`src/assert_macros.svh`:
```
// Assertion macros shared by the token scanner RTL.
// Depends on nothing; users provide clk_i and rst_ni in scope.
`ifndef ASSERT_MACROS_SVH
`define ASSERT_MACROS_SVH

`ifndef NO_ASSERTIONS

// Check that a property holds on every clock edge outside reset.
`define DTS_ASSERT(lbl, prop, msg) \
  lbl: assert property (@(posedge clk_i) disable iff (!rst_ni) (prop)) else $error(msg);

// Check that a condition never becomes true outside reset.
`define DTS_ASSERT_NEVER(lbl, cond, msg) \
  lbl: assert property (@(posedge clk_i) disable iff (!rst_ni) !(cond)) else $error(msg);

`else

`define DTS_ASSERT(lbl, prop, msg)
`define DTS_ASSERT_NEVER(lbl, cond, msg)

`endif

`endif

```
`src/dts_pkg.sv`:
```
// Shared types, token kinds, character codes and keyword table of the token scanner.
// Depends on nothing.
package dts_pkg;

  localparam int unsigned LINE_BITS_DEF   = 16;
  localparam int unsigned LENGTH_BITS_DEF = 16;

  // Token kinds as seen on the result channel
  localparam logic [4:0] KIND_COMMA     = 5'd0;
  localparam logic [4:0] KIND_PERIOD    = 5'd1;
  localparam logic [4:0] KIND_QMARK     = 5'd2;
  localparam logic [4:0] KIND_LPAREN    = 5'd3;
  localparam logic [4:0] KIND_RPAREN    = 5'd4;
  localparam logic [4:0] KIND_COLON     = 5'd5;
  localparam logic [4:0] KIND_COLONDASH = 5'd6;
  localparam logic [4:0] KIND_MUL       = 5'd7;
  localparam logic [4:0] KIND_ADD       = 5'd8;
  localparam logic [4:0] KIND_SCHEMES   = 5'd9;
  localparam logic [4:0] KIND_ID        = 5'd13;
  localparam logic [4:0] KIND_STRING    = 5'd14;
  localparam logic [4:0] KIND_COMMENT   = 5'd15;
  localparam logic [4:0] KIND_UNDEF     = 5'd16;
  localparam logic [4:0] KIND_EOF       = 5'd17;

  // Character codes
  localparam logic [7:0] CH_NL     = 8'h0A;
  localparam logic [7:0] CH_TAB    = 8'h09;
  localparam logic [7:0] CH_SPACE  = 8'h20;
  localparam logic [7:0] CH_COMMA  = 8'h2C;
  localparam logic [7:0] CH_PERIOD = 8'h2E;
  localparam logic [7:0] CH_QMARK  = 8'h3F;
  localparam logic [7:0] CH_LPAREN = 8'h28;
  localparam logic [7:0] CH_RPAREN = 8'h29;
  localparam logic [7:0] CH_STAR   = 8'h2A;
  localparam logic [7:0] CH_PLUS   = 8'h2B;
  localparam logic [7:0] CH_COLON  = 8'h3A;
  localparam logic [7:0] CH_DASH   = 8'h2D;
  localparam logic [7:0] CH_QUOTE  = 8'h27;
  localparam logic [7:0] CH_HASH   = 8'h23;
  localparam logic [7:0] CH_BAR    = 8'h7C;

  // Scanner modes, one-hot
  typedef enum logic [8:0] {
    MODE_IDLE     = 9'b000000001,
    MODE_COLON    = 9'b000000010,
    MODE_STR      = 9'b000000100,
    MODE_STRQ     = 9'b000001000,
    MODE_HASH     = 9'b000010000,
    MODE_LINEC    = 9'b000100000,
    MODE_BLOCK    = 9'b001000000,
    MODE_BLOCKBAR = 9'b010000000,
    MODE_IDENT    = 9'b100000000
  } lex_mode_e;

  // Keywords, left aligned, zero padded to seven bytes
  localparam logic [55:0] KW_STR [4] = '{
    "Schemes",
    {"Facts", 16'h0000},
    {"Rules", 16'h0000},
    "Queries"
  };
  localparam logic [2:0] KW_LEN [4] = '{3'd7, 3'd5, 3'd5, 3'd7};

  // One result record
  typedef struct packed {
    logic [4:0]  kind;
    logic [15:0] line;
    logic [15:0] length;
    logic        last;
  } token_t;

  // Tokens handed from the scanner to the output buffer in one cycle
  typedef struct packed {
    logic [1:0] cnt;
    token_t     t0;
    token_t     t1;
  } tok_push_t;

  function automatic logic [7:0] kw_char(input logic [1:0] k, input logic [2:0] p);
    logic [55:0] s;
    s = KW_STR[k];
    return s[55 - 8 * int'(p) -: 8];
  endfunction

  function automatic logic is_letter(input logic [7:0] c);
    return (c >= 8'h61 && c <= 8'h7A) || (c >= 8'h41 && c <= 8'h5A);
  endfunction

  function automatic logic is_digit(input logic [7:0] c);
    return c >= 8'h30 && c <= 8'h39;
  endfunction

endpackage

```
`src/dts_if.sv`:
```
// Valid/ready channel interfaces of the token scanner: source bytes in, tokens out.
// Depends on nothing.
interface dts_in_if;
  logic       valid;
  logic       ready;
  logic [7:0] ch;
  logic       end_of_input;

  modport source (output valid, output ch, output end_of_input, input ready);
  modport sink   (input valid, input ch, input end_of_input, output ready);
endinterface

interface dts_out_if;
  logic        valid;
  logic        ready;
  logic [4:0]  token_kind;
  logic [15:0] token_line;
  logic [15:0] token_length;
  logic        last;

  modport source (output valid, output token_kind, output token_line,
                  output token_length, output last, input ready);
  modport sink   (input valid, input token_kind, input token_line,
                  input token_length, input last, output ready);
endinterface

```
`src/datalog_token_scanner.sv`:
```
// Top level of the Datalog token scanner: byte channel in, token channel out.
// Depends on dts_pkg, dts_if, dts_scan and dts_outbuf.
//
//   channel  dir  beat carries                                  handshake
//   in_i     in   ch[7:0], end_of_input                         valid/ready
//   out_o    out  token_kind[4:0], token_line[15:0],            valid/ready
//                 token_length[15:0], last
//
// One byte beat per cycle while the buffer has room; each byte is held in the
// input register, scanned there, and its 0, 1 or 2 tokens land in the two-entry
// result buffer. The buffer drains one token per cycle while out_o is ready; a
// byte that ends a token and starts another pushes both; the buffer's room sets ready.
// Reset (rst_ni low, asynchronous) puts the scanner between tokens on line 1.
// After the end-of-file token every further beat is accepted and dropped.
module datalog_token_scanner #(
  parameter int unsigned LINE_BITS   = dts_pkg::LINE_BITS_DEF,
  parameter int unsigned LENGTH_BITS = dts_pkg::LENGTH_BITS_DEF
) (
  input  logic      clk_i,
  input  logic      rst_ni,
  dts_in_if.sink    in_i,
  dts_out_if.source out_o
);
  import dts_pkg::*;

  tok_push_t  push;
  logic [1:0] free;

  dts_scan #(
    .LINE_BITS  (LINE_BITS),
    .LENGTH_BITS(LENGTH_BITS)
  ) u_scan (
    .clk_i (clk_i),
    .rst_ni(rst_ni),
    .in_i  (in_i),
    .free_i(free),
    .push_o(push)
  );

  dts_outbuf u_outbuf (
    .clk_i (clk_i),
    .rst_ni(rst_ni),
    .push_i(push),
    .free_o(free),
    .out_o (out_o)
  );

endmodule

```
`src/dts_scan.sv`:
```
// Input register and lexer state machine: turns one byte beat into up to two tokens.
// Depends on dts_pkg, dts_if and assert_macros.svh.
module dts_scan #(
  parameter int unsigned LINE_BITS   = dts_pkg::LINE_BITS_DEF,
  parameter int unsigned LENGTH_BITS = dts_pkg::LENGTH_BITS_DEF
) (
  input  logic               clk_i,
  input  logic               rst_ni,
  dts_in_if.sink             in_i,
  input  logic [1:0]         free_i,
  output dts_pkg::tok_push_t push_o
);
  import dts_pkg::*;

  `include "assert_macros.svh"

  logic                   in_vld_q;
  logic [7:0]             ch_q;
  logic                   eoi_q;
  lex_mode_e              mode_q, mode_d;
  logic [LINE_BITS-1:0]   line_q, line_d, line_inc;
  logic [LINE_BITS-1:0]   start_q, start_d;
  logic [LENGTH_BITS-1:0] len_q, len_d, len_inc;
  logic [3:0]             cand_q, cand_d, cand_take;
  logic                   fin_q, fin_d;
  logic                   fire;

  logic       idle_emit, idle_start, idle_bump;
  logic [4:0] idle_kind;
  lex_mode_e  idle_mode;
  logic [3:0] idle_cand;
  logic [4:0] ident_kind;

  logic       pre_vld, post_vld, use_idle;
  token_t     pre_tok, post_tok;
  logic [1:0] n_tok;
  token_t     t0, t1;

  function automatic logic [15:0] sat_line(input logic [LINE_BITS-1:0] v);
    if (LINE_BITS > 16 && (v >> 16) != '0) return 16'hFFFF;
    return 16'(v);
  endfunction

  function automatic logic [15:0] sat_len(input logic [LENGTH_BITS-1:0] v);
    if (LENGTH_BITS > 16 && (v >> 16) != '0) return 16'hFFFF;
    return 16'(v);
  endfunction

  function automatic token_t mk_tok(input logic [4:0] kind,
                                    input logic [LINE_BITS-1:0] line,
                                    input logic [LENGTH_BITS-1:0] len);
    token_t t;
    t.kind   = kind;
    t.line   = sat_line(line);
    t.length = sat_len(len);
    t.last   = 1'b0;
    return t;
  endfunction

  // Saturating increments
  assign line_inc = (line_q == '1) ? line_q : line_q + LINE_BITS'(1);
  assign len_inc  = (len_q == '1) ? len_q : len_q + LENGTH_BITS'(1);

  // Keyword tracking: drop candidates that mismatch at the current position
  always_comb begin
    for (int k = 0; k < 4; k++) begin
      cand_take[k] = cand_q[k] && (len_q < LENGTH_BITS'(KW_LEN[k]))
                     && (kw_char(2'(k), len_q[2:0]) == ch_q);
      idle_cand[k] = (kw_char(2'(k), 3'd0) == ch_q);
    end
  end

  // Resolve identifier kind, lowest keyword index wins
  always_comb begin
    ident_kind = KIND_ID;
    for (int k = 3; k >= 0; k--) begin
      if (cand_q[k] && len_q == LENGTH_BITS'(KW_LEN[k])) begin
        ident_kind = KIND_SCHEMES + 5'(k);
      end
    end
  end

  // Decode a byte seen between tokens
  always_comb begin
    idle_emit  = 1'b0;
    idle_kind  = KIND_UNDEF;
    idle_mode  = MODE_IDLE;
    idle_start = 1'b0;
    idle_bump  = 1'b0;
    unique case (ch_q)
      CH_NL:            idle_bump = 1'b1;
      CH_SPACE, CH_TAB: ;
      CH_COMMA:  begin idle_emit = 1'b1; idle_kind = KIND_COMMA;  end
      CH_PERIOD: begin idle_emit = 1'b1; idle_kind = KIND_PERIOD; end
      CH_QMARK:  begin idle_emit = 1'b1; idle_kind = KIND_QMARK;  end
      CH_LPAREN: begin idle_emit = 1'b1; idle_kind = KIND_LPAREN; end
      CH_RPAREN: begin idle_emit = 1'b1; idle_kind = KIND_RPAREN; end
      CH_STAR:   begin idle_emit = 1'b1; idle_kind = KIND_MUL;    end
      CH_PLUS:   begin idle_emit = 1'b1; idle_kind = KIND_ADD;    end
      CH_COLON:  begin idle_mode = MODE_COLON; idle_start = 1'b1; end
      CH_QUOTE:  begin idle_mode = MODE_STR;   idle_start = 1'b1; end
      CH_HASH:   begin idle_mode = MODE_HASH;  idle_start = 1'b1; end
      default: begin
        if (is_letter(ch_q)) begin
          idle_mode  = MODE_IDENT;
          idle_start = 1'b1;
        end else begin
          idle_emit = 1'b1;
        end
      end
    endcase
  end

  // Main scanner step
  always_comb begin
    mode_d   = mode_q;
    line_d   = line_q;
    start_d  = start_q;
    len_d    = len_q;
    cand_d   = cand_q;
    fin_d    = fin_q;
    pre_vld  = 1'b0;
    pre_tok  = mk_tok(KIND_UNDEF, start_q, len_q);
    post_vld = 1'b0;
    post_tok = mk_tok(KIND_UNDEF, line_q, LENGTH_BITS'(1));
    use_idle = 1'b0;

    if (!fin_q) begin
      if (eoi_q) begin
        // Flush the open token, then end of file on the next line
        pre_vld = (mode_q != MODE_IDLE);
        unique case (mode_q)
          MODE_COLON:                pre_tok = mk_tok(KIND_COLON, start_q, LENGTH_BITS'(1));
          MODE_STR:                  pre_tok = mk_tok(KIND_UNDEF, start_q, len_q);
          MODE_STRQ:                 pre_tok = mk_tok(KIND_STRING, start_q, len_q);
          MODE_HASH, MODE_LINEC:     pre_tok = mk_tok(KIND_COMMENT, start_q, len_q);
          MODE_BLOCK, MODE_BLOCKBAR: pre_tok = mk_tok(KIND_UNDEF, start_q, len_q);
          MODE_IDENT:                pre_tok = mk_tok(ident_kind, start_q, len_q);
          default:                   pre_vld = 1'b0;
        endcase
        post_vld = 1'b1;
        post_tok = mk_tok(KIND_EOF, line_inc, '0);
        line_d   = line_inc;
        mode_d   = MODE_IDLE;
        fin_d    = 1'b1;
      end else begin
        unique case (mode_q)
          MODE_COLON: begin
            if (ch_q == CH_DASH) begin
              pre_vld = 1'b1;
              pre_tok = mk_tok(KIND_COLONDASH, start_q, LENGTH_BITS'(2));
              mode_d  = MODE_IDLE;
            end else begin
              pre_vld  = 1'b1;
              pre_tok  = mk_tok(KIND_COLON, start_q, LENGTH_BITS'(1));
              use_idle = 1'b1;
            end
          end
          MODE_STR: begin
            len_d = len_inc;
            if (ch_q == CH_NL) line_d = line_inc;
            else if (ch_q == CH_QUOTE) mode_d = MODE_STRQ;
          end
          MODE_STRQ: begin
            if (ch_q == CH_QUOTE) begin
              len_d  = len_inc;
              mode_d = MODE_STR;
            end else begin
              pre_vld  = 1'b1;
              pre_tok  = mk_tok(KIND_STRING, start_q, len_q);
              use_idle = 1'b1;
            end
          end
          MODE_HASH, MODE_LINEC: begin
            if (mode_q == MODE_HASH && ch_q == CH_BAR) begin
              len_d  = len_inc;
              mode_d = MODE_BLOCK;
            end else if (ch_q == CH_NL) begin
              pre_vld  = 1'b1;
              pre_tok  = mk_tok(KIND_COMMENT, start_q, len_q);
              use_idle = 1'b1;
            end else begin
              len_d  = len_inc;
              mode_d = MODE_LINEC;
            end
          end
          MODE_BLOCK, MODE_BLOCKBAR: begin
            len_d = len_inc;
            if (mode_q == MODE_BLOCKBAR && ch_q == CH_HASH) begin
              pre_vld = 1'b1;
              pre_tok = mk_tok(KIND_COMMENT, start_q, len_inc);
              mode_d  = MODE_IDLE;
            end else if (ch_q == CH_NL) begin
              line_d = line_inc;
              mode_d = MODE_BLOCK;
            end else if (ch_q == CH_BAR) begin
              mode_d = MODE_BLOCKBAR;
            end else begin
              mode_d = MODE_BLOCK;
            end
          end
          MODE_IDENT: begin
            if (is_letter(ch_q) || is_digit(ch_q)) begin
              cand_d = cand_take;
              len_d  = len_inc;
            end else begin
              pre_vld  = 1'b1;
              pre_tok  = mk_tok(ident_kind, start_q, len_q);
              use_idle = 1'b1;
            end
          end
          default: use_idle = 1'b1;
        endcase

        // Rescan the byte as the start of a new token
        if (use_idle) begin
          mode_d   = idle_mode;
          post_vld = idle_emit;
          post_tok = mk_tok(idle_kind, line_q, LENGTH_BITS'(1));
          line_d   = idle_bump ? line_inc : line_q;
          if (idle_start) begin
            start_d = line_q;
            len_d   = LENGTH_BITS'(1);
            cand_d  = idle_cand;
          end
        end
      end
    end
  end

  // Pack tokens in order and flag the final one
  always_comb begin
    n_tok = {1'b0, pre_vld} + {1'b0, post_vld};
    t0    = pre_vld ? pre_tok : post_tok;
    t1    = post_tok;
    if (n_tok == 2'd2) t1.last = 1'b1;
    else               t0.last = 1'b1;
  end

  // Advance when the output buffer has room for every token of this beat
  assign fire        = in_vld_q && (n_tok <= free_i);
  assign in_i.ready  = !in_vld_q || fire;
  assign push_o.cnt  = fire ? n_tok : 2'd0;
  assign push_o.t0   = t0;
  assign push_o.t1   = t1;

  // Input register, control
  always_ff @(posedge clk_i or negedge rst_ni) begin
    if (!rst_ni) begin
      in_vld_q <= 1'b0;
    end else if (in_i.valid && in_i.ready) begin
      in_vld_q <= 1'b1;
    end else if (fire) begin
      in_vld_q <= 1'b0;
    end
  end

  // Input register, payload
  always_ff @(posedge clk_i) begin
    if (in_i.valid && in_i.ready) begin
      ch_q  <= in_i.ch;
      eoi_q <= in_i.end_of_input;
    end
  end

  // Lexer state
  always_ff @(posedge clk_i or negedge rst_ni) begin
    if (!rst_ni) begin
      mode_q  <= MODE_IDLE;
      line_q  <= LINE_BITS'(1);
      start_q <= '0;
      len_q   <= '0;
      cand_q  <= '0;
      fin_q   <= 1'b0;
    end else if (fire) begin
      mode_q  <= mode_d;
      line_q  <= line_d;
      start_q <= start_d;
      len_q   <= len_d;
      cand_q  <= cand_d;
      fin_q   <= fin_d;
    end
  end

  `DTS_ASSERT(a_fin_sticky, fin_q |=> fin_q, "end-of-input flag cleared before reset")
  `DTS_ASSERT(a_fin_silent, fin_q |-> push_o.cnt == 2'd0, "token produced after end of file")
  `DTS_ASSERT(a_pair_last, (push_o.cnt == 2'd2) |-> (push_o.t1.last && !push_o.t0.last),
              "last flag misplaced on a token pair")

endmodule

```
`src/dts_outbuf.sv`:
```
// Two-entry result buffer: takes up to two tokens per cycle, presents one per beat.
// Depends on dts_pkg, dts_if and assert_macros.svh.
module dts_outbuf (
  input  logic               clk_i,
  input  logic               rst_ni,
  input  dts_pkg::tok_push_t push_i,
  output logic [1:0]         free_o,
  dts_out_if.source          out_o
);
  import dts_pkg::*;

  `include "assert_macros.svh"

  logic [1:0] cnt_q, cnt_d, rem_cnt;
  token_t     s0_q, s0_d, s1_q, s1_d;
  logic       pop;

  // Head entry drives the channel
  assign out_o.valid        = (cnt_q != 2'd0);
  assign out_o.token_kind   = s0_q.kind;
  assign out_o.token_line   = s0_q.line;
  assign out_o.token_length = s0_q.length;
  assign out_o.last         = s0_q.last;

  assign pop     = out_o.valid && out_o.ready;
  assign rem_cnt = cnt_q - {1'b0, pop};
  assign free_o  = 2'd2 - rem_cnt;
  assign cnt_d   = rem_cnt + push_i.cnt;

  // Shift out the popped entry, append new tokens behind the survivors
  always_comb begin
    s0_d = s0_q;
    s1_d = s1_q;
    unique case (rem_cnt)
      2'd0: begin
        s0_d = push_i.t0;
        s1_d = push_i.t1;
      end
      2'd1: begin
        s0_d = pop ? s1_q : s0_q;
        s1_d = push_i.t0;
      end
      default: ;
    endcase
  end

  always_ff @(posedge clk_i or negedge rst_ni) begin
    if (!rst_ni) begin
      cnt_q <= 2'd0;
    end else begin
      cnt_q <= cnt_d;
    end
  end

  always_ff @(posedge clk_i) begin
    s0_q <= s0_d;
    s1_q <= s1_d;
  end

  `DTS_ASSERT_NEVER(a_cnt_range, cnt_q == 2'd3, "result buffer count out of range")
  `DTS_ASSERT_NEVER(a_no_overflow, push_i.cnt > free_o, "tokens pushed beyond free space")
  `DTS_ASSERT(a_head_promote, (pop && cnt_q == 2'd2) |=> (s0_q == $past(s1_q)),
              "second entry not promoted after a beat")

endmodule
```
`src/flat_wrapper.sv`:
```
// flat-port wrapper written by rule: the top's interface ports become plain ports
module datalog_token_scanner_flat import dts_pkg::*;
#(
  parameter int unsigned LINE_BITS   = dts_pkg::LINE_BITS_DEF,
  parameter int unsigned LENGTH_BITS = dts_pkg::LENGTH_BITS_DEF
)
  (clk_i, rst_ni, in_i_valid, in_i_ch, in_i_end_of_input, in_i_ready, out_o_valid, out_o_token_kind, out_o_token_line, out_o_token_length, out_o_last, out_o_ready);
  dts_in_if in_i_i ();
  dts_out_if out_o_i ();
  input  logic clk_i;
  input  logic rst_ni;
  input wire logic [$bits(in_i_i.valid)-1:0] in_i_valid;
  input wire logic [$bits(in_i_i.ch)-1:0] in_i_ch;
  input wire logic [$bits(in_i_i.end_of_input)-1:0] in_i_end_of_input;
  output wire logic [$bits(in_i_i.ready)-1:0] in_i_ready;
  output wire logic [$bits(out_o_i.valid)-1:0] out_o_valid;
  output wire logic [$bits(out_o_i.token_kind)-1:0] out_o_token_kind;
  output wire logic [$bits(out_o_i.token_line)-1:0] out_o_token_line;
  output wire logic [$bits(out_o_i.token_length)-1:0] out_o_token_length;
  output wire logic [$bits(out_o_i.last)-1:0] out_o_last;
  input wire logic [$bits(out_o_i.ready)-1:0] out_o_ready;
  assign in_i_i.valid = in_i_valid;
  assign in_i_i.ch = in_i_ch;
  assign in_i_i.end_of_input = in_i_end_of_input;
  assign in_i_ready = in_i_i.ready;
  assign out_o_valid = out_o_i.valid;
  assign out_o_token_kind = out_o_i.token_kind;
  assign out_o_token_line = out_o_i.token_line;
  assign out_o_token_length = out_o_i.token_length;
  assign out_o_last = out_o_i.last;
  assign out_o_i.ready = out_o_ready;
  datalog_token_scanner #(.LINE_BITS(LINE_BITS), .LENGTH_BITS(LENGTH_BITS)) u_core (.clk_i(clk_i), .rst_ni(rst_ni), .in_i(in_i_i), .out_o(out_o_i));
endmodule
```
`config.mk`:
```
export PLATFORM = sky130hd
export DESIGN_NAME = datalog_token_scanner_flat
export DESIGN_NICKNAME = d
export VERILOG_FILES = /design/src/dts_pkg.sv /design/src/dts_if.sv /design/src/datalog_token_scanner.sv /design/src/dts_scan.sv /design/src/dts_outbuf.sv /design/src/flat_wrapper.sv
export VERILOG_INCLUDE_DIRS = /design/src /design/src/src
export SDC_FILE = /design/constraint.sdc
export NUM_CORES = 1
export LEC_CHECK = 0
export BUFFER_PORTS_ARGS = -buffer_cell sky130_fd_sc_hd__buf_4
export CAP_MARGIN = 20
export CORE_MARGIN = 2
export CORE_UTILIZATION = 45
export CTS_BUF_LIST = sky130_fd_sc_hd__clkbuf_2
export DETAILED_ROUTE_END_ITERATION = 16
export GPL_TIMING_DRIVEN = 0
export HOLD_SLACK_MARGIN = 0.08
export PLACE_DENSITY_LB_ADDON = 0.15
export SYNTH_ARGS = -nofsm -noshare
export SYNTH_HDL_FRONTEND = slang
export SYNTH_HIERARCHICAL = 1
export SYNTH_SLANG_ARGS = --single-unit
```
`constraint.sdc`:
```
create_clock -name clk_i -period 6.26 [get_ports clk_i]
set_input_delay 0.939 -clock clk_i [delete_from_list [all_inputs] [get_ports clk_i]]
set_output_delay 0.939 -clock clk_i [all_outputs]
set_load 0.1 [all_outputs]
```
======== Word level (Yosys, flattened, before mapping) ========
Index checks and enable logic that the tools add are counted.
W data, S select, Z words.
cells by class
  divide/modulo/power cells ............... 0
  bitwise gates (word level) .............. 2
  equal/unequal tests ..................... 46
  muxes and demuxes ....................... 82
  $lt $le $gt $ge ......................... 9
  reductions and logical operators ........ 43
  add/subtract/negate cells ............... 7
  multiply operators ...................... 0
  shifts and indexed selects .............. 4
operator list
  cell                       count
  $mux W38                   12
  $shiftx A63 B7 Y8 const A  4
  $mux W16                   13
  $pmux W38 S5               1
  $pmux W38 S2               2
  $pmux W38 S4               1
  $eq A8 B6 Y1 const B       12
  $mux W9                    9
  $pmux W16 S4               1
  $pmux W9 S5                1
  $pmux W9 S4                1
  $mux W35                   1
  $pmux W5 S7                1
  $add A16 B1 Y16 const B    2
  $eq A16 B16 Y1 const B     2
  $eq A16 B3 Y1 const B      2
  $eq A7 B8 Y1 const A       4
  $eq A8 B8 Y1               4
  $lt A16 B3 Y1 const B      2
  $pmux W16 S2               1
  $mux W8                    3
  $mux W1                    23
  $logic_and A1 B1 Y1        20
  $ne A4 B4 Y1 const B       5
  48 further kinds           66
word-level totals
  bits of input ports ..................... 13
  logic and storage cells ................. 211
  memories ................................ 0
  output and inout bits ................... 40
  latch bits .............................. 0
  RAM bits ................................ 0
  bits in read-only memories .............. 0
  flip-flop bits (word level) ............. 150

======== Logic depth before layout (Yosys ltp) ========
  depth in word-level cells ............... 17
  depth in mapped cells ................... 21
  depth with buffers taken out ............ 17

======== Modules after synthesis ========
Netlist, hierarchy kept.
by module, submodules not included
  module      cells each  instances  area each (um^2)  seq. area each (um^2)
  dts_scan    758         1          6188.4            1849.3
  dts_outbuf  182         1          3465.8            2332.2

======== Worst setup path after synthesis ========
Ideal clock, no wire load.
  path type ............................... register to register
  from .................................... reg u_core.u_outbuf.cnt_q[1]
  to ...................................... reg u_core.u_outbuf.s0_q (netlist bit u_core/u_outbuf/out_o.last) (enable)
  data arrival time ....................... 4.413 ns
  clock period less this slack ............ 4.899 ns
  path slack .............................. 1.361 ns
  setup time .............................. 0.486 ns
  path buffers ............................ 0
  cell stages (with the launch flop) ...... 7
  data required time ...................... 5.774 ns
  cell sequence ........................... dfrtp_1 or2_2 and2_1 ha_1 inv_1 nand2_1 o21ai_0
on the way
  cells in the longest elaborated chain, start to end .. 6
  elaborated cells between the ends (all ways) .. 8
  classes of those cells .................. 1 x add/sub; 2 x eq/ne; 5 x reduce/logical
RTL lines
  item                                                                 RTL line            source
  start, declared                                                      dts_outbuf.sv:14    logic [1:0] cnt_q, cnt_d, rem_cnt;
  start signal, assigned                                               dts_outbuf.sv:51    cnt_q <= cnt_d;
  $reduce_bool A2 Y1 *                                                 dts_outbuf.sv:19    assign out_o.valid = (cnt_q != 2'd0);
  named net out_o_valid                                                flat_wrapper.sv:16  output wire logic [$bits(out_o_i.valid)-1:0] out_o_valid;
  $logic_and A1 B1 Y1 *                                                dts_outbuf.sv:25    assign pop = out_o.valid && out_o.ready;
  $sub A2 B1 Y2                                                        dts_outbuf.sv:26    assign rem_cnt = cnt_q - {1'b0, pop};
  $eq A2 B1 Y1 / $logic_not A2 Y1 (equally long branches)              dts_outbuf.sv:34    unique case (rem_cnt)
  $ne A2 B2 Y1 (no line) / $reduce_bool A2 Y1 (equally long branches)  n/a
  $reduce_and A2 Y1 (no line) *                                        n/a
  end signal, assigned                                                 dts_outbuf.sv:56    s0_q <= s0_d;
  end, declared                                                        dts_outbuf.sv:15    token_t s0_q, s0_d, s1_q, s1_d;
The timed path passes the listed nets; every way through them passes the cells marked *.
A chain may end at the register's enable or synchronous reset.

======== Worst setup path after layout ========
  from .................................... reg u_core.u_scan.ch_q[7]
  to ...................................... out in_i_ready
on the way
  cells in the longest elaborated chain, start to end .. 15
  elaborated cells between the ends (all ways) .. 51
  classes of those cells .................. 1 x add/sub; 7 x order compare; 15 x eq/ne; 17 x mux; 11 x reduce/logical
RTL lines
  item                                                 RTL line            source
  start, declared                                      dts_scan.sv:18      logic [7:0] ch_q;
  start signal, assigned                               dts_scan.sv:261     ch_q <= in_i.ch;
  $ge A8 B7 Y1 / $le A8 B7 Y1 (equally long branches)  dts_pkg.sv:86       return (c >= 8'h61 && c <= 8'h7A) || (c >= 8'h41 && c <= 8'h5A);
  $logic_and A1 B1 Y1                                  dts_pkg.sv:86
  $logic_or A1 B1 Y1                                   dts_pkg.sv:86
  $logic_or A1 B1 Y1                                   dts_scan.sv:203     if (is_letter(ch_q) || is_digit(ch_q)) begin
  $mux W1                                              dts_scan.sv:203
  $pmux W1 S5                                          dts_scan.sv:147     unique case (mode_q)
  $mux W1                                              dts_scan.sv:129     if (eoi_q) begin
  $mux W1                                              dts_scan.sv:128     if (!fin_q) begin
  $mux W1                                              dts_scan.sv:216     if (use_idle) begin
  $mux W1                                              dts_scan.sv:129
  $mux W1                                              dts_scan.sv:128
  $add A1 B1 Y2 *                                      dts_scan.sv:233     n_tok = {1'b0, pre_vld} + {1'b0, post_vld};
  $le A2 B2 Y1 *                                       dts_scan.sv:241     assign fire = in_vld_q && (n_tok <= free_i);
  $logic_and A1 B1 Y1 *                                dts_scan.sv:241
  $logic_or A1 B1 Y1 *                                 dts_scan.sv:242     assign in_i.ready = !in_vld_q || fire;
  end, declared                                        flat_wrapper.sv:15  output wire logic [$bits(in_i_i.ready)-1:0] in_i_ready;
Every way passes the cells marked *; elsewhere a longest branch is shown, timed or not. The select of a mux whose other input is x is not followed.

==> results.toml <==
[logic_synthesis]
syn_avg_cell_area_um2 = 10.27
yosysTopAreaCell = "edfxtp_1"
synth-seq-area-share = 0.4331
async_flop_share = 0.4333
ys_seq_elements = 150
syn_area_um2 = 9654
synth_edf_count = 85
synth.most_common_cell = "mux2_2"
synth_common_cells = "mux2_2 (86), edfxtp_1 (85), nand2_1 (77)"
yosysUniqueCellTypes = 86
synth_area_leaders = "edfxtp_1 (26%), dfrtp_1 (16%), mux2_2 (10%)"
synthCells = 940
synth.top_cell.area_share = 0.2644
yosys_most_used_dff = "edfxtp_1"
ys_warn_count = 6

[sta]
hold_slack_ns = 0.2310
fin_ws_ns = 0.5026
finalHoldViolCount = 0
final-max-slew-violation-count = 0
layout_worst_path_cycle_share = 0.9197
rsz0062_at_grt = "no"
max_freq_mhz = 173.7
maxSlewHeadroom = 0.2835
min_period_ns = 5.757
worstMarginPinSlew_ns = 1.075
setup_tns_ns = 0
setup_violations = 0
fin_skew_ns = 0.05610

[clock_tree]
clock_latency_ns = 0.77
postCtsHoldBufs = 0
clk_pin_slew_ns = 0.29
cts_buffers = 17
ctsResizeCount = 0
cts_max_level = 4
clockBufferDepth = 2
tritoncts = "yes"
cts.sinks = 150
cts_root_buf = "clkbuf_2"
cts_setup_buffers = 0

[power]
cellPowerDensity_nw_per_um2 = 495.2
switching_power_mw = 2.665
pwr-share-seq = 0.320
p_sw_frac = 0.5006
p_leak_nw = 4.215
intPower_mw = 2.658
pwr-share-clk = 0.116
power_frac_comb = 0.564
vdd_drop_max_v = 0.0003153

[drt]
drtPass1Iterations = 5
via_count = 7566
wl_per_cell_um = 18.31
initialDrtViolationCount = 637
viasPerCell = 5.754
drcViolationCount = 0
postRouteWirelength_mm = 24.08
ant_nets = 0

[setup_path]
crit_path_end_kind = "primary output"
slowest_stage = "edfxtp_1"
cp_top_family = "simple AND/OR/NAND/NOR gates"
crit-reg2reg-capture = "u_core/u_scan/start_q[13]$_DFFE_PN0P_"
crit_path_start_kind = "flop"
critPathKind = "flop to primary output"
r2r-start = "u_core/u_scan/ch_q[7]$_DFFE_PP_"
r2r_slack_ns = 0.69
cp.buffers_inverters = 2
worstPathRequired_ns = 5.32
cp_max_fo = 10
cp_slowest_stage_delay_ns = 0.56
cp.arrival_ns = 4.82
path_cells = "nand2b_1 > nor4_2 > a311oi_2 > nor3_2 > a31o_2 > nand2_2 > buf_4 > ha_1 > ha_1 > nor2b_1 > a2bb2oi_1 > nand2_1 > buf_4"
rr_worst_depth = 17

[die]
die_area_um2 = 22640
start_util = 0.4593
core_um2 = 21020
rows = 53
floorplan.io_pins = 53
die_w_um = 150.5
die_y_um = 150.5

[placement]
dp_hpwl_mm = 17.48
gp_congestion = 0.9121
dp_slack_ns = 0.8019
buffer_ports.inserted = 52

[layout]
n_fill_cell = 1954
area_growth_pct = 11.35
drive_gt1_frac = 0.2541
utilization = 0.5114
layout.nets = 1052

[global_route]
grt_pass1_wl_mm = 38.28
met3_usage = 0.03152
grt_util_met2 = 0.3250
grt_usage = 0.2192
grt_pass1_vias = 7028
grt-ovfl-total = 0
use_met1 = 0.3302
grt_start_max_net_pins = 66
antenna_found_initial = 1
grt_busiest_layer = "met1"

[worst_hold_path]
holdCritPathClass = "input pin to asynchronous set/reset pin"

[run]
drv_cap = 0

[run_status]
status = "completed"
[power groups by stage]
| stage | sequential [mW] | combinational [mW] | clock, mW |
|---|---|---|---|
| after floorplan | 2.58 | 1.46 | 0 |
| final | 1.71 | 3.00 | 0.617 |
| after global placement | 1.76 | 2.92 | 0 |
| after detailed placement | 1.73 | 3.00 | 0 |
| after CTS | 1.71 | 3.01 | 0.638 |
| after global routing | 1.74 | 3.20 | 0.670 |
[per-stage QoR]
stage               std cells  instance area [um^2]  total power, mW
floorplan                 954                  9707            4.044
global placement         1281                 10440            4.684
detailed placement       1282                 10480            4.733
CTS                      1314                 10750            5.361
global route             1315                 10750            5.612
finish                   1315                 10750            5.323
[kinds of logic after synthesis]
kind of cell / Yosys count / synth area share
buffers and inverters: 106 / 0.05430
XOR/XNOR: 49 / 0.04523
multiplexers: 121 / 0.1479
AND/OR/NAND/NOR: 317 / 0.1730
adder cells (fa/ha/maj): 13 / 0.01685
other: 1 / 0.0003884
flip-flops: 150 / 0.4331
AO/OA/AOI/OAI: 183 / 0.1292
[state kept, by name, summed over array words and instances, names as in the netlist, 8 cells and up]
name,cells
u_core/u_outbuf/out_o.token_line,16
u_core/u_scan/line_q,16
u_core/u_scan/len_q,16
u_core/u_scan/start_q,16
u_core/u_scan/ch_q,8
u_core/u_outbuf/out_o.token_length,16
u_core/u_outbuf/s1_q,38
u_core/u_scan/mode_q,9
[worst max-delay path by stage]
stage               slack (ns)                                             to  cells past startpoint                          startpoint
floorplan                 1.36           u_core/u_outbuf/out_o.last$_DFFE_PP_                      6  u_core/u_outbuf/cnt_q[1]$_DFF_PN0_
global placement         -0.29  u_core/u_outbuf/out_o.token_line[4]$_DFFE_PP_                      6                         out_o_ready
detailed placement        0.80           u_core/u_scan/start_q[7]$_DFFE_PN0P_                     17     u_core/u_scan/ch_q[7]$_DFFE_PP_
CTS                       0.48                                     in_i_ready                     13     u_core/u_scan/ch_q[7]$_DFFE_PP_
global route              0.23                                     in_i_ready                     13     u_core/u_scan/ch_q[7]$_DFFE_PP_
finish                    0.50                                     in_i_ready                     13     u_core/u_scan/ch_q[7]$_DFFE_PP_
[placed cells by master (no fill, tap or decap), drive strengths merged, types with 35 or more instances in the layout]
master	synthesis	routed
dfrtp	63	63
clkbuf	34	51
xnor2	35	35
nor2	67	67
inv	30	39
mux2	116	116
buf	42	95
o21ai	44	44
nand2	78	78
a21oi	49	49
edfxtp	85	85
nand3	37	37
[layer usage]
| layer | routed length, um | share of wire |
|---|---|---|
| met1 | 11990 | 0.50 |
| met2 | 10410 | 0.43 |
| met3 | 1180 | 0.049 |
| met4 | 503 | 0.021 |
| met5 | 0 | 0 |
[final cells by class]
cell class | count | area [um^2] | share of cell area
antenna | 1 | 2.502 | 0.0002328
buffer | 76 | 411.6 | 0.03829
clock buffer | 17 | 85.08 | 0.007914
clock inverter | 15 | 182.7 | 0.01699
inverter | 30 | 112.6 | 0.01047
multi-input combinational | 698 | 5012 | 0.4662
sequential | 150 | 4182 | 0.3890
tap | 275 | 344.1 | 0.03201
timing repair buffer | 53 | 417.9 | 0.03887
Power figures use the tool's default switching activity.
